==> src/rtl/cdas_pkg.sv <==
// shared types, constants and calendar helpers for the date add/subtract block
`default_nettype none
package cdas_pkg;

  localparam int YearBits  = 14;
  localparam int MonthBits = 4;
  localparam int DayBits   = 5;
  localparam int InDayBits = 16;
  localparam int RemBits   = 9;
  localparam int CountBitsDefault = 16;

  localparam logic [YearBits-1:0]  YearMin  = 14'd1900;
  localparam logic [YearBits-1:0]  YearMax  = 14'd9999;
  localparam logic [MonthBits-1:0] MonthJan = 4'd1;
  localparam logic [MonthBits-1:0] MonthDec = 4'd12;
  localparam logic [DayBits-1:0]   DayFirst = 5'd1;

  // year modulo the 400 year leap cycle
  localparam int LeapCycle = 400;
  localparam logic [RemBits:0]   CycleWide = (RemBits+1)'(LeapCycle);
  localparam logic [RemBits-1:0] RemLast   = RemBits'(LeapCycle - 1);
  localparam logic [RemBits-1:0] RemReset  = RemBits'(1900 % LeapCycle);

  typedef enum logic [1:0] {
    OP_SET = 2'd0,
    OP_ADD = 2'd1,
    OP_SUB = 2'd2,
    OP_CMP = 2'd3
  } op_t;

  typedef enum logic [1:0] {
    ORD_EQUAL   = 2'd0,
    ORD_LATER   = 2'd1,
    ORD_EARLIER = 2'd2
  } order_t;

  typedef enum logic [1:0] {
    STAT_OK       = 2'd0,
    STAT_BAD_DATE = 2'd1,
    STAT_RANGE    = 2'd2
  } status_t;

  typedef struct packed {
    logic [YearBits-1:0]  year;
    logic [MonthBits-1:0] month;
    logic [DayBits-1:0]   day;
    logic [RemBits-1:0]   m400;
  } date_t;

  typedef struct packed {
    logic start;
    logic sub;
  } walk_cmd_t;

  typedef struct packed {
    logic done;
    logic range_err;
  } walk_stat_t;

  // leap test from the year's remainder modulo 400
  function automatic logic leap_of(input logic [RemBits-1:0] r);
    logic by4;
    logic century;
    by4     = (r[1:0] == 2'd0);
    century = (r == 9'd100) || (r == 9'd200) || (r == 9'd300);
    return (by4 && !century) || (r == '0);
  endfunction

  // month length, zero for a month number outside 1..12
  function automatic logic [DayBits-1:0] days_in_month(input logic [MonthBits-1:0] m,
                                                       input logic leap);
    logic [DayBits-1:0] d;
    d = '0;
    case (m)
      4'd1, 4'd3, 4'd5, 4'd7, 4'd8, 4'd10, 4'd12: d = 5'd31;
      4'd4, 4'd6, 4'd9, 4'd11:                    d = 5'd30;
      4'd2:                                       d = leap ? 5'd29 : 5'd28;
      default:                                    d = '0;
    endcase
    return d;
  endfunction

endpackage
`default_nettype wire

==> src/rtl/cdas_rem400.sv <==
// remainder of a year modulo 400 by reciprocal multiplication, registered once
`default_nettype none
module cdas_rem400 (
  input  wire logic                          clk,
  input  wire logic                          rst_n,
  input  wire logic                          start,
  input  wire logic [cdas_pkg::YearBits-1:0] value,
  output logic                               done,
  output logic [cdas_pkg::RemBits-1:0]       rem
);

  // 400 = 16 * 25: the low four bits pass straight through, the rest go modulo 25
  localparam int LowBits   = 4;
  localparam int HiBits    = cdas_pkg::YearBits - LowBits;
  localparam int ResBits   = cdas_pkg::RemBits - LowBits;
  localparam int QBits     = 6;
  localparam int ProdBits  = HiBits + QBits;
  // 41 / 1024 stands in for 1 / 25, exact for every high part below 1024
  localparam int RecipBits = 10;
  localparam logic [QBits-1:0]   Recip25 = 6'd41;
  localparam logic [ResBits-1:0] Mod25   = 5'd25;

  logic                          done_r, done_nxt;
  logic [cdas_pkg::RemBits-1:0]  rem_r, rem_nxt;
  logic [HiBits-1:0]             hi;
  logic [ProdBits-1:0]           prod;
  logic [QBits-1:0]              quo;
  logic [HiBits-1:0]             quo25;
  logic [ResBits-1:0]            hi_rem;

  always_comb begin
    hi       = value[cdas_pkg::YearBits-1:LowBits];
    prod     = ProdBits'(hi) * ProdBits'(Recip25);
    quo      = QBits'(prod >> RecipBits);
    quo25    = HiBits'(quo) * HiBits'(Mod25);
    hi_rem   = ResBits'(hi - quo25);
    done_nxt = start;
    rem_nxt  = rem_r;
    if (start) begin
      rem_nxt = {hi_rem, value[LowBits-1:0]};
    end
  end

  always_ff @(posedge clk) begin
    if (!rst_n) begin
      done_r <= 1'b0;
    end else begin
      done_r <= done_nxt;
    end
    rem_r <= rem_nxt;
  end

  assign done = done_r;
  assign rem  = rem_r;

endmodule
`default_nettype wire

==> src/rtl/cdas_walk.sv <==
// month-by-month walker for adding or subtracting a day count
`default_nettype none
module cdas_walk #(
  parameter int COUNT_BITS = cdas_pkg::CountBitsDefault
) (
  input  wire logic                  clk,
  input  wire logic                  rst_n,
  input  wire cdas_pkg::walk_cmd_t   cmd,
  input  wire cdas_pkg::date_t       start_date,
  input  wire logic [COUNT_BITS-1:0] count,
  output cdas_pkg::walk_stat_t       stat,
  output cdas_pkg::date_t            date_o
);

  logic                  busy_r, busy_nxt;
  logic                  sub_r, sub_nxt;
  logic                  done_r, done_nxt;
  logic                  err_r, err_nxt;
  cdas_pkg::date_t       date_r, date_nxt;
  logic [COUNT_BITS-1:0] cnt_r, cnt_nxt;

  logic                          leap;
  logic [cdas_pkg::DayBits-1:0]  dim;
  logic [cdas_pkg::DayBits-1:0]  room;
  logic [COUNT_BITS-1:0]         room_ext;
  logic [COUNT_BITS-1:0]         day_ext;
  cdas_pkg::date_t               adv;
  cdas_pkg::date_t               prv;
  logic                          at_top;
  logic                          at_bottom;

  always_comb begin
    leap     = cdas_pkg::leap_of(date_r.m400);
    dim      = cdas_pkg::days_in_month(date_r.month, leap);
    room     = dim - date_r.day;
    room_ext = COUNT_BITS'(room);
    day_ext  = COUNT_BITS'(date_r.day);

    // first day of the next month
    adv     = date_r;
    adv.day = cdas_pkg::DayFirst;
    if (date_r.month == cdas_pkg::MonthDec) begin
      adv.month = cdas_pkg::MonthJan;
      adv.year  = date_r.year + 1'b1;
      adv.m400  = (date_r.m400 == cdas_pkg::RemLast) ? '0 : date_r.m400 + 1'b1;
    end else begin
      adv.month = date_r.month + 1'b1;
    end

    // last day of the previous month
    prv = date_r;
    if (date_r.month == cdas_pkg::MonthJan) begin
      prv.month = cdas_pkg::MonthDec;
      prv.year  = date_r.year - 1'b1;
      prv.m400  = (date_r.m400 == '0) ? cdas_pkg::RemLast : date_r.m400 - 1'b1;
    end else begin
      prv.month = date_r.month - 1'b1;
    end
    prv.day = cdas_pkg::days_in_month(prv.month, cdas_pkg::leap_of(prv.m400));

    at_top    = (date_r.year == cdas_pkg::YearMax) && (date_r.month == cdas_pkg::MonthDec);
    at_bottom = (date_r.year == cdas_pkg::YearMin) && (date_r.month == cdas_pkg::MonthJan);

    busy_nxt = busy_r;
    sub_nxt  = sub_r;
    done_nxt = 1'b0;
    err_nxt  = 1'b0;
    date_nxt = date_r;
    cnt_nxt  = cnt_r;

    if (cmd.start) begin
      busy_nxt = 1'b1;
      sub_nxt  = cmd.sub;
      date_nxt = start_date;
      cnt_nxt  = count;
    end else if (busy_r) begin
      if (!sub_r) begin
        if (cnt_r <= room_ext) begin
          date_nxt.day = date_r.day + cnt_r[cdas_pkg::DayBits-1:0];
          busy_nxt     = 1'b0;
          done_nxt     = 1'b1;
        end else if (at_top) begin
          busy_nxt = 1'b0;
          done_nxt = 1'b1;
          err_nxt  = 1'b1;
        end else begin
          cnt_nxt  = cnt_r - room_ext - 1'b1;
          date_nxt = adv;
        end
      end else begin
        if (cnt_r < day_ext) begin
          date_nxt.day = date_r.day - cnt_r[cdas_pkg::DayBits-1:0];
          busy_nxt     = 1'b0;
          done_nxt     = 1'b1;
        end else if (at_bottom) begin
          busy_nxt = 1'b0;
          done_nxt = 1'b1;
          err_nxt  = 1'b1;
        end else begin
          cnt_nxt  = cnt_r - day_ext;
          date_nxt = prv;
        end
      end
    end
  end

  always_ff @(posedge clk) begin
    if (!rst_n) begin
      busy_r <= 1'b0;
      done_r <= 1'b0;
      err_r  <= 1'b0;
    end else begin
      busy_r <= busy_nxt;
      done_r <= done_nxt;
      err_r  <= err_nxt;
    end
    sub_r  <= sub_nxt;
    date_r <= date_nxt;
    cnt_r  <= cnt_nxt;
  end

  assign stat.done      = done_r;
  assign stat.range_err = err_r;
  assign date_o         = date_r;

endmodule
`default_nettype wire

==> src/rtl/calendar_date_add_subtract.sv <==
// top level of the Gregorian date register with add, subtract and compare
`default_nettype none
// Holds one Gregorian date (1900-01-01 after reset) and serves one request at
// a time: set, add days, subtract days, compare. Every request gives exactly
// one result carrying the held date afterwards, the compare order and a
// status. Compare goes straight to the result; set first waits for the
// registered modulo-400 remainder of the new year that drives the leap rule
// and then checks the date; add and subtract run the walker, which moves one
// calendar month per cycle. A finished result that finds the output register
// still stalled waits for it. in_ready is high only while no request is in
// flight, but a finished result may sit in the output register while the
// next request is already accepted.
module calendar_date_add_subtract #(
  parameter int COUNT_BITS = cdas_pkg::CountBitsDefault
) (
  input  wire logic                           clk,
  input  wire logic                           rst_n,
  input  wire logic                           in_valid,
  output logic                                in_ready,
  input  wire logic [1:0]                     in_op,
  input  wire logic [cdas_pkg::YearBits-1:0]  in_year_in,
  input  wire logic [cdas_pkg::MonthBits-1:0] in_month_in,
  input  wire logic [cdas_pkg::InDayBits-1:0] in_day_in,
  output logic                                out_valid,
  input  wire logic                           out_ready,
  output logic [cdas_pkg::YearBits-1:0]       out_year_out,
  output logic [cdas_pkg::MonthBits-1:0]      out_month_out,
  output logic [cdas_pkg::DayBits-1:0]        out_day_out,
  output logic [1:0]                          out_order,
  output logic [1:0]                          out_status
);

  // sequencer states
  typedef enum logic [3:0] {
    S_IDLE = 4'b0001,
    S_REM  = 4'b0010,
    S_WALK = 4'b0100,
    S_DONE = 4'b1000
  } state_t;

  state_t state_r, state_nxt;

  // held date, with its year modulo 400 kept alongside for the leap rule
  cdas_pkg::date_t cur_r, cur_nxt;

  // result waiting to be committed and presented
  cdas_pkg::date_t   pend_r, pend_nxt;
  cdas_pkg::order_t  pord_r, pord_nxt;
  cdas_pkg::status_t pstat_r, pstat_nxt;

  // set request fields kept while the remainder unit runs
  logic [cdas_pkg::YearBits-1:0]  yi_r, yi_nxt;
  logic [cdas_pkg::MonthBits-1:0] mi_r, mi_nxt;
  logic [cdas_pkg::InDayBits-1:0] di_r, di_nxt;

  // output register
  logic                           ovld_r, ovld_nxt;
  cdas_pkg::date_t                odate_r, odate_nxt;
  cdas_pkg::order_t               oord_r, oord_nxt;
  cdas_pkg::status_t              ostat_r, ostat_nxt;

  logic                           accept;
  logic                           load_out;
  cdas_pkg::op_t                  op;

  logic                           rem_start;
  logic                           rem_done;
  logic [cdas_pkg::RemBits-1:0]   rem;

  cdas_pkg::walk_cmd_t            wcmd;
  cdas_pkg::walk_stat_t           wstat;
  cdas_pkg::date_t                wdate;

  logic [cdas_pkg::DayBits-1:0]   set_dim;
  logic                           set_ok;
  cdas_pkg::order_t               cmp_ord;

  assign op       = cdas_pkg::op_t'(in_op);
  assign in_ready = (state_r == S_IDLE);
  assign accept   = in_valid && in_ready;
  // result can move into the output register when it is empty or draining
  assign load_out = (state_r == S_DONE) && (!ovld_r || out_ready);

  assign rem_start  = accept && (op == cdas_pkg::OP_SET);
  assign wcmd.start = accept && ((op == cdas_pkg::OP_ADD) || (op == cdas_pkg::OP_SUB));
  assign wcmd.sub   = (op == cdas_pkg::OP_SUB);

  cdas_rem400 u_rem (
    .clk   (clk),
    .rst_n (rst_n),
    .start (rem_start),
    .value (in_year_in),
    .done  (rem_done),
    .rem   (rem)
  );

  cdas_walk #(
    .COUNT_BITS (COUNT_BITS)
  ) u_walk (
    .clk        (clk),
    .rst_n      (rst_n),
    .cmd        (wcmd),
    .start_date (cur_r),
    .count      (COUNT_BITS'(in_day_in)),
    .stat       (wstat),
    .date_o     (wdate)
  );

  // set validity once the year's leap position is known
  always_comb begin
    set_dim = cdas_pkg::days_in_month(mi_r, cdas_pkg::leap_of(rem));
    set_ok  = (yi_r >= cdas_pkg::YearMin) && (yi_r <= cdas_pkg::YearMax) &&
              (set_dim != '0) && (di_r != '0) &&
              (di_r <= cdas_pkg::InDayBits'(set_dim));
  end

  // raw field compare: year, then month, then day
  always_comb begin
    if (cur_r.year != in_year_in) begin
      cmp_ord = (cur_r.year > in_year_in) ? cdas_pkg::ORD_LATER : cdas_pkg::ORD_EARLIER;
    end else if (cur_r.month != in_month_in) begin
      cmp_ord = (cur_r.month > in_month_in) ? cdas_pkg::ORD_LATER : cdas_pkg::ORD_EARLIER;
    end else if (cdas_pkg::InDayBits'(cur_r.day) != in_day_in) begin
      cmp_ord = (cdas_pkg::InDayBits'(cur_r.day) > in_day_in) ?
                cdas_pkg::ORD_LATER : cdas_pkg::ORD_EARLIER;
    end else begin
      cmp_ord = cdas_pkg::ORD_EQUAL;
    end
  end

  always_comb begin
    state_nxt = state_r;
    cur_nxt   = cur_r;
    pend_nxt  = pend_r;
    pord_nxt  = pord_r;
    pstat_nxt = pstat_r;
    yi_nxt    = yi_r;
    mi_nxt    = mi_r;
    di_nxt    = di_r;
    ovld_nxt  = ovld_r && !out_ready;
    odate_nxt = odate_r;
    oord_nxt  = oord_r;
    ostat_nxt = ostat_r;

    unique case (state_r)
      S_IDLE: begin
        if (accept) begin
          yi_nxt    = in_year_in;
          mi_nxt    = in_month_in;
          di_nxt    = in_day_in;
          pend_nxt  = cur_r;
          pord_nxt  = cdas_pkg::ORD_EQUAL;
          pstat_nxt = cdas_pkg::STAT_OK;
          unique case (op)
            cdas_pkg::OP_SET: state_nxt = S_REM;
            cdas_pkg::OP_ADD,
            cdas_pkg::OP_SUB: state_nxt = S_WALK;
            cdas_pkg::OP_CMP: begin
              pord_nxt  = cmp_ord;
              state_nxt = S_DONE;
            end
            default: state_nxt = S_IDLE;
          endcase
        end
      end
      S_REM: begin
        if (rem_done) begin
          if (set_ok) begin
            pend_nxt.year  = yi_r;
            pend_nxt.month = mi_r;
            pend_nxt.day   = di_r[cdas_pkg::DayBits-1:0];
            pend_nxt.m400  = rem;
          end else begin
            pstat_nxt = cdas_pkg::STAT_BAD_DATE;
          end
          state_nxt = S_DONE;
        end
      end
      S_WALK: begin
        if (wstat.done) begin
          // out-of-range walk leaves the held date as it was
          if (wstat.range_err) begin
            pstat_nxt = cdas_pkg::STAT_RANGE;
          end else begin
            pend_nxt = wdate;
          end
          state_nxt = S_DONE;
        end
      end
      S_DONE: begin
        if (load_out) begin
          cur_nxt   = pend_r;
          ovld_nxt  = 1'b1;
          odate_nxt = pend_r;
          oord_nxt  = pord_r;
          ostat_nxt = pstat_r;
          state_nxt = S_IDLE;
        end
      end
      default: state_nxt = S_IDLE;
    endcase
  end

  always_ff @(posedge clk) begin
    if (!rst_n) begin
      state_r       <= S_IDLE;
      ovld_r        <= 1'b0;
      cur_r.year    <= cdas_pkg::YearMin;
      cur_r.month   <= cdas_pkg::MonthJan;
      cur_r.day     <= cdas_pkg::DayFirst;
      cur_r.m400    <= cdas_pkg::RemReset;
    end else begin
      state_r <= state_nxt;
      ovld_r  <= ovld_nxt;
      cur_r   <= cur_nxt;
    end
    pend_r  <= pend_nxt;
    pord_r  <= pord_nxt;
    pstat_r <= pstat_nxt;
    yi_r    <= yi_nxt;
    mi_r    <= mi_nxt;
    di_r    <= di_nxt;
    odate_r <= odate_nxt;
    oord_r  <= oord_nxt;
    ostat_r <= ostat_nxt;
  end

  assign out_valid     = ovld_r;
  assign out_year_out  = odate_r.year;
  assign out_month_out = odate_r.month;
  assign out_day_out   = odate_r.day;
  assign out_order     = oord_r;
  assign out_status    = ostat_r;

endmodule
`default_nettype wire

==> config.mk <==
export PLATFORM = sky130hd
export DESIGN_NAME = calendar_date_add_subtract
export DESIGN_NICKNAME = d
export VERILOG_FILES = /design/src/rtl/cdas_pkg.sv /design/src/rtl/cdas_rem400.sv /design/src/rtl/cdas_walk.sv /design/src/rtl/calendar_date_add_subtract.sv
export SDC_FILE = /design/constraint.sdc
export NUM_CORES = 1
export LEC_CHECK = 0
export ABC_AREA = 1
export BUFFER_PORTS_ARGS = -buffer_cell sky130_fd_sc_hd__buf_4
export CORE_UTILIZATION = 52
export DETAILED_ROUTE_END_ITERATION = 8
export PLACE_DENSITY_LB_ADDON = 0.12
export SLEW_MARGIN = 20
export SYNTH_ARGS = -nofsm -noshare
export SYNTH_HDL_FRONTEND = slang
export SYNTH_SLANG_ARGS = --single-unit
==> constraint.sdc <==
create_clock -name clk -period 10.2 [get_ports clk]
set_clock_uncertainty 0.2 [all_clocks]
set_input_delay 0 -clock clk [delete_from_list [all_inputs] [get_ports clk]]
set_output_delay 0 -clock clk [all_outputs]
set_load 0.02 [all_outputs]
==> results.txt, run 1 <==
Most common cell in the synthesized netlist - nand2_1
CP max FO - 9
Crit. End Element - flop
Static Leakage - 6.27 nW
Vias in the first global route - 9821
IO Port Bufs - 68
Worst R2R End - u_walk.date_o[1]$_DFFE_PP_
Fill cells - 1957
Final WL - 33400 µm
Post-route antenna net violation count - 0
Layout cell share with drive strength beyond 1 - 10.4%
Crit share post-route - 54.8%
Worst min-delay path class - in -> reg
Post-DR wirelength/cell - 18.5 µm
GRT Util Overall - 28.9%
Ys Warns - 0
Final number of setup-violating endpoints - 0
Initial Utilization - 53.7%
Worst slew pin tran - 1.12 ns
Num CTS Buffers - 17
Final Instance Area - 14200 µm²
CP startpoint - u_walk.date_o[14]$_DFFE_PP_
Final Critical Period - 5.59 ns
Fmax - 179 MHz
DR DRC count - 0
Cell area after synthesis - 12300 µm²
R2R setup slack - 4.61 ns
Initial antenna violation count - 0
I/O Pins - 69
Skew-Pair Late Insertion Delay - 0.44 ns
Syn_area_per_cell - 8.95 µm²
CP startpoint kind - flop
Area contributors post-synth - edfxtp_1 38%, ha_1 12%, nand2_1 7.8%
Total core area - 22900 µm²
Async SR Flop Fraction - 0%
CTS tree - built
EDFF count, synth - 155
Die outline height - 156 µm
WS Path Type - reg -> reg
Total Nets Final - 1652
Slew Viols, Final - 0
Full die area - 24300 µm²
Area leader, netlist - edfxtp_1
Largest net degree at the start of global routing - 49
R2r startpoint - u_walk.date_o[14]$_DFFE_PP_
Library cells used by synthesis - 51
Rel. slew slack - 24.8%
Via density per instance - 5.61
Hpwl dp - 24500 µm
Arr. time, crit path - 5.44 ns
Die X - 156 µm
Antenna cells - 0
Power Density - 243 nW/µm²
Overall via count from detail_route - 10100
Area Overhead vs Synth - 15.8%
Peak supply drop - 0.0000992 V
Status - complete, no violations
Max clock buf depth - 2
Sequential cell area fraction in the yosys report - 44.5%
Final hold violations - 0
CTS Root Cell - clkbuf_16
Synth top cells by count - 254 x nand2_1, 207 x inv_1, 155 x edfxtp_1, 119 x ha_1, 92 x nor2_1
# rows - 55
Routability cong. - 0.964
WP data required - 10.05 ns
Grt total ovfl - 0
Initial DRC count - 877
Yosys reg bits - 196
H-tree levels - 4
Synthesized Nets - 1545
Synth Flop Type - edfxtp_1
Placed instance area - 13200 µm²
Reg clk slew, reported paths - 0.08 ns
Post-Syn Instances - 1375
Critical path endpoint - u_walk.date_o[1]$_DFFE_PP_
Worst reg2reg path depth - 24
Yosys top cell area share - 37.8%
First-pass DRT Iterations - 5
First-pass GRT wire length - 53200 µm
Setup TNS - 0 ns
Clk sink count - 196
Setup repair bufs after CTS - 0
RSZ-0062 raised after global routing - no
Max-cap violation count - 0
[report_power, final]
part / switching, mW / leakage, nW / internal [mW] / total (mW)
Clock: 0.325 / 0.311 / 0.419 / 0.744
Sequential: 0.131 / 1.76 / 1.12 / 1.25
Combinational: 0.926 / 4.20 / 0.541 / 1.47
Total: 1.38 / 6.27 / 2.08 / 3.46
[cells in the final DEF, fill, tap and decap left out, types with 17 or more instances in the layout]
cell | netlist | final
a21oi_1 | 76 | 75
buf_4 | 0 | 80
clkbuf_16 | 0 | 17
dfxtp_1 | 41 | 41
dlygate4sd3_1 | 0 | 41
edfxtp_1 | 155 | 155
ha_1 | 119 | 119
inv_1 | 207 | 207
nand2_1 | 254 | 254
nand3_1 | 70 | 70
nor2_1 | 92 | 91
nor3_1 | 22 | 20
o21ai_0 | 67 | 67
o21ai_1 | 20 | 20
o221ai_1 | 37 | 37
xnor2_1 | 17 | 17
xor2_1 | 27 | 27
[worst max-delay path, cell delays in order, from the launching register on]
cell and delay (ns):
edfxtp_1 0.47, inv_1 0.19, ha_1 0.27, nand2_1 0.09
nor2_1 0.13, nor3_1 0.36, inv_1 0.08, a41oi_1 0.18
ha_1 0.18, inv_1 0.06, fa_1 0.40, nand3_1 0.09
nand2_1 0.07, xor2_1 0.15, xnor2_1 0.20, ha_1 0.27
inv_1 0.10, nor2_1 0.06, nand2_1 0.09, nor4_1 0.05
o21ai_1 0.23, nor2_1 0.06, inv_1 0.18, nand2_1 0.17
nor4_2 0.86
[through the flow]
step                power, mW  instances  hold slack (ns)  utilization [%]  setup WS [ns]
finish                   3.46       1808           0.0889             62.2           4.61
detailed placement       2.69       1735         -0.00964             57.6           4.70
CTS                      3.45       1808           0.0847             62.2           4.69
floorplan                2.29       1375           -0.101                -           4.76
global placement         2.66       1735          -0.0115             57.6           4.81
global route             3.70       1808           0.0845             62.2           4.26
[state kept, by name, indices dropped and copies added (netlist names), 2 cells and up]
register	count
yi_r	14
out_day_out	5
u_walk.date_o	32
pstat_r	2
u_walk.cnt_r	16
pend_r	32
out_month_out	4
out_order	2
di_r	16
u_rem.rem	9
out_year_out	14
cur_r	32
mi_r	4
out_status	2
state_r	4
pord_r	2
[cell type report]
cell class,count,area (µm²),share of cell area (%)
clock inverters,14,213,1.49
flip-flops and latches,196,5480,38.4
repair buffers,121,1010,7.10
multi-input cells,927,5900,41.4
well taps,313,392,2.75
inverters,219,823,5.78
clock buffers,18,429,3.01
[cell families (layout without fill, tap and decap cells)]
kind of cell,after synthesis,after routing,share of synthesized area [%]
and+or+nand+nor,497,497,17.8
AOI/OAI and AO/OA,255,255,12.6
buffers and inverters,252,372,7.82
DFF,196,196,44.5
adders and majority gates,130,130,13.9
xor gates and xnor gates,45,45,3.32
[layer usage]
layer / wire (µm) / vias to the layer above / part of all wire [%] / global-route usage, %
met4: 750 / 0 / 2.2 / 9.34
li1: - / 4938 / - / -
met2: 15500 / 350 / 46 / 46.8
met1: 15500 / 4799 / 46 / 40.4
met3: 1720 / 47 / 5.2 / 3.42
met5: 0 / - / 0 / 0
[timing repair]
item,in CTS,in global routing
hold buffers,41,0
gates resized for setup,0,0
endpoints found under the hold margin,97,0
[worst min path at each step]
| stage | from | to | cells past startpoint |
|---|---|---|---|
| floorplan | in_day_in[0] | di_r[0]$_DFFE_PP_ | 0 |
| global placement | in_day_in[3] | di_r[3]$_DFFE_PP_ | 1 |
| detailed placement | in_day_in[2] | di_r[2]$_DFFE_PP_ | 1 |
| CTS | in_day_in[5] | di_r[5]$_DFFE_PP_ | 2 |
| global route | in_day_in[5] | di_r[5]$_DFFE_PP_ | 2 |
| finish | in_day_in[2] | di_r[2]$_DFFE_PP_ | 2 |
Note: power is estimated with default switching activity, not from simulation.
==> run 2: changes to the inputs <==
- clock period: 10.2 -> 5.7 ns (I/O delays scaled with it)
==> run 2 against run 1 <==
Compared with the run above:
- worst hold slack improved by 0.0064 ns
- total power rose by 77%
- final cell count rose by 0.11%
- non-clock buffer count rose by 2
- wire length fell by 1.1%
- sequential power rose by 78%
- sequential share of layout area rose by 0.081 points
- via count rose by 0.42%
- die area did not move
- critical path depth rose by 3
- highest routed layer unchanged
==> results.txt, run 2 (synthesized netlist as in run 1, its figures left out) <==
RSZ-0062 raised after global routing - no (unchanged)
Worst Slack Setup Final - 0.521 ns (was 4.61 ns)
Worst slew pin tran - 1.05 ns (was 1.12 ns)
IO Port Bufs - 68 (unchanged)
CP startpoint kind - input pin (was flop)
R2R setup slack - 0.59 ns (was 4.61 ns)
Max incr delay on CP - 0.53 ns (was 0.86 ns)
Via density per instance - 5.62 (was 5.61)
Die X - 156 µm (unchanged)
Post-route antenna net violation count - 0 (unchanged)
Power Density - 430 nW/µm² (was 243 nW/µm²)
Max-cap violation count - 0 (unchanged)
Final Critical Period - 5.18 ns
First-pass DRT Iterations - 5 (unchanged)
Routability cong. - 0.945 (was 0.964)
Full die area - 24300 µm² (unchanged)
Worst reg2reg path depth - 25 (was 24)
Clk sink count - 196 (unchanged)
Status - complete, no violations (unchanged)
Skew-Pair Late Insertion Delay - 0.44 ns (about the same)
Design Power - 6.11 mW (was 3.46 mW)
Layout cell share with drive strength beyond 1 - 10.4% (about the same)
Largest net degree at the start of global routing - 49 (unchanged)
Final hold violations - 0 (unchanged)
Most frequent cells in the layout - 254 x nand2_1, 207 x inv_1, 155 x edfxtp_1 (unchanged)
Overall via count from detail_route - 10200 (was 10100)
DR DRC count - 0 (unchanged)
Hpwl dp - 24200 µm (was 24500 µm)
Num CTS Buffers - 17 (unchanged)
Final number of setup-violating endpoints - 0 (unchanged)
# rows - 55 (unchanged)
Worst path slowest cell - dlygate4sd3_1 (was nor4_2)
Pre-CTS WS - 0.641 ns (was 4.70 ns)
Peak supply drop - 0.000261 V (was 0.0000992 V)
CP max FO - 5 (was 9)
Max clock buf depth - 2 (unchanged)
Die outline height - 156 µm (unchanged)
Rel. slew slack - 29.9% (was 24.8%)
Post-CTS resize count - 0 (unchanged)
Initial DRC count - 756 (was 877)
Setup repair bufs after CTS - 0 (unchanged)
First-pass GRT wire length - 52300 µm (was 53200 µm)
Final WL - 33100 µm (was 33400 µm)
WS Path Type - in -> reg (was reg -> reg)
Reg clk slew, reported paths - 0.08 ns (about the same)
CTS tree - built (unchanged)
Arr. time, crit path - 5.17 ns (was 5.44 ns)
Most frequent CP cell - ha_1 (was inv_1)
CP startpoint - in_year_in[7] (was u_walk.date_o[14]$_DFFE_PP_)
Initial antenna violation count - 0 (unchanged)
Initial Utilization - 53.7% (unchanged)
Total Nets Final - 1654 (was 1652)
Setup TNS - 0 ns (unchanged)
CTS Root Cell - clkbuf_16 (unchanged)
GRT Util Overall - 28.3% (was 28.9%)
Area Overhead vs Synth - 15.6% (was 15.8%)
Crit share post-route - 90.9%
Worst R2R End - u_walk.cnt_r[14]$_DFFE_PP_ (was u_walk.date_o[1]$_DFFE_PP_)
Static Leakage - 6.26 nW (was 6.27 nW)
Fmax - 193 MHz
Grt total ovfl - 0 (unchanged)
H-tree levels - 4 (unchanged)
WP data required - 5.69 ns (was 10.05 ns)
Total core area - 22900 µm² (unchanged)
Critical path endpoint - u_rem.rem[8]$_DFFE_PP_ (was u_walk.date_o[1]$_DFFE_PP_)
Crit. End Element - flop (unchanged)
I/O Pins - 69 (unchanged)
Vias in the first global route - 9771 (was 9821)
Post-DR wirelength/cell - 18.3 µm (was 18.5 µm)
Hold buffers post-CTS - 41 (unchanged)
R2r startpoint - u_walk.date_o[14]$_DFFE_PP_ (unchanged)
Antenna cells - 0 (unchanged)
Most common cell after layout, fill and taps aside - nand2_1 (unchanged)
Slew Viols, Final - 0 (unchanged)
Worst min-delay path class - in -> reg (unchanged)
-- run 2: area by class of cell --
type / count / area [µm²]
Fill cell: 1962 / 8700
Inverter: 219 / 823
Sequential cell: 196 / 5480
Clock inverter: 12 / 140
Timing Repair Buffer: 123 / 1030
Tap cell: 313 / 392
Clock buffer: 20 / 457
Multi-Input combinational cell: 927 / 5900
-- run 2: worst min path at each step --
| stage | from | endpoint | slack [ns] | cells after the start |
|---|---|---|---|---|
| floorplan | in_day_in[0] | di_r[0]$_DFFE_PP_ | -0.10 | 0 |
| detailed placement | in_month_in[1] | mi_r[1]$_DFFE_PP_ | -0.008 | 1 |
| finish | in_day_in[2] | di_r[2]$_DFFE_PP_ | 0.1 | 2 |
| global route | in_day_in[11] | di_r[11]$_DFFE_PP_ | 0.09 | 2 |
| CTS | in_day_in[5] | di_r[5]$_DFFE_PP_ | 0.08 | 2 |
| global placement | in_day_in[3] | di_r[3]$_DFFE_PP_ | -0.01 | 1 |
-- run 2: metal layers --
| metal | track usage, % | share of wire, % |
|---|---|---|
| met1 | 38.6 | 44 |
| met2 | 46.1 | 47 |
| met3 | 4.22 | 6.6 |
| met4 | 9.10 | 2.0 |
| met5 | 0 | 0 |
-- run 2: through the flow --
| step | area, µm² | util (%) | hold WS (ns) | instances |
|---|---|---|---|---|
| detailed placement | 13200 | 57.6 | -0.00783 | 1737 |
| floorplan | 12300 | - | -0.101 | 1375 |
| CTS | 14200 | 62.0 | 0.0788 | 1810 |
| global route | 14200 | 62.0 | 0.0940 | 1810 |
| finish | 14200 | 62.0 | 0.0953 | 1810 |
| global placement | 13200 | 57.6 | -0.0121 | 1737 |
-- run 2: report_power, final --
| part | leakage [nW] | switching [mW] | internal [mW] | total [mW] |
|---|---|---|---|---|
| Sequential | 1.76 | 0.231 | 2.00 | 2.23 |
| Combinational | 4.21 | 1.64 | 0.980 | 2.62 |
| Clock | 0.292 | 0.577 | 0.680 | 1.26 |
-- run 2: critical path, delay by kind of cell --
family | cells | cell delay, ns
and+or+nand+nor | 6 | 0.64
AOI/OAI and AO/OA | 4 | 0.51
adders and majority gates | 7 | 2.19
buffers and inverters | 6 | 0.92
xor gates and xnor gates | 4 | 0.88
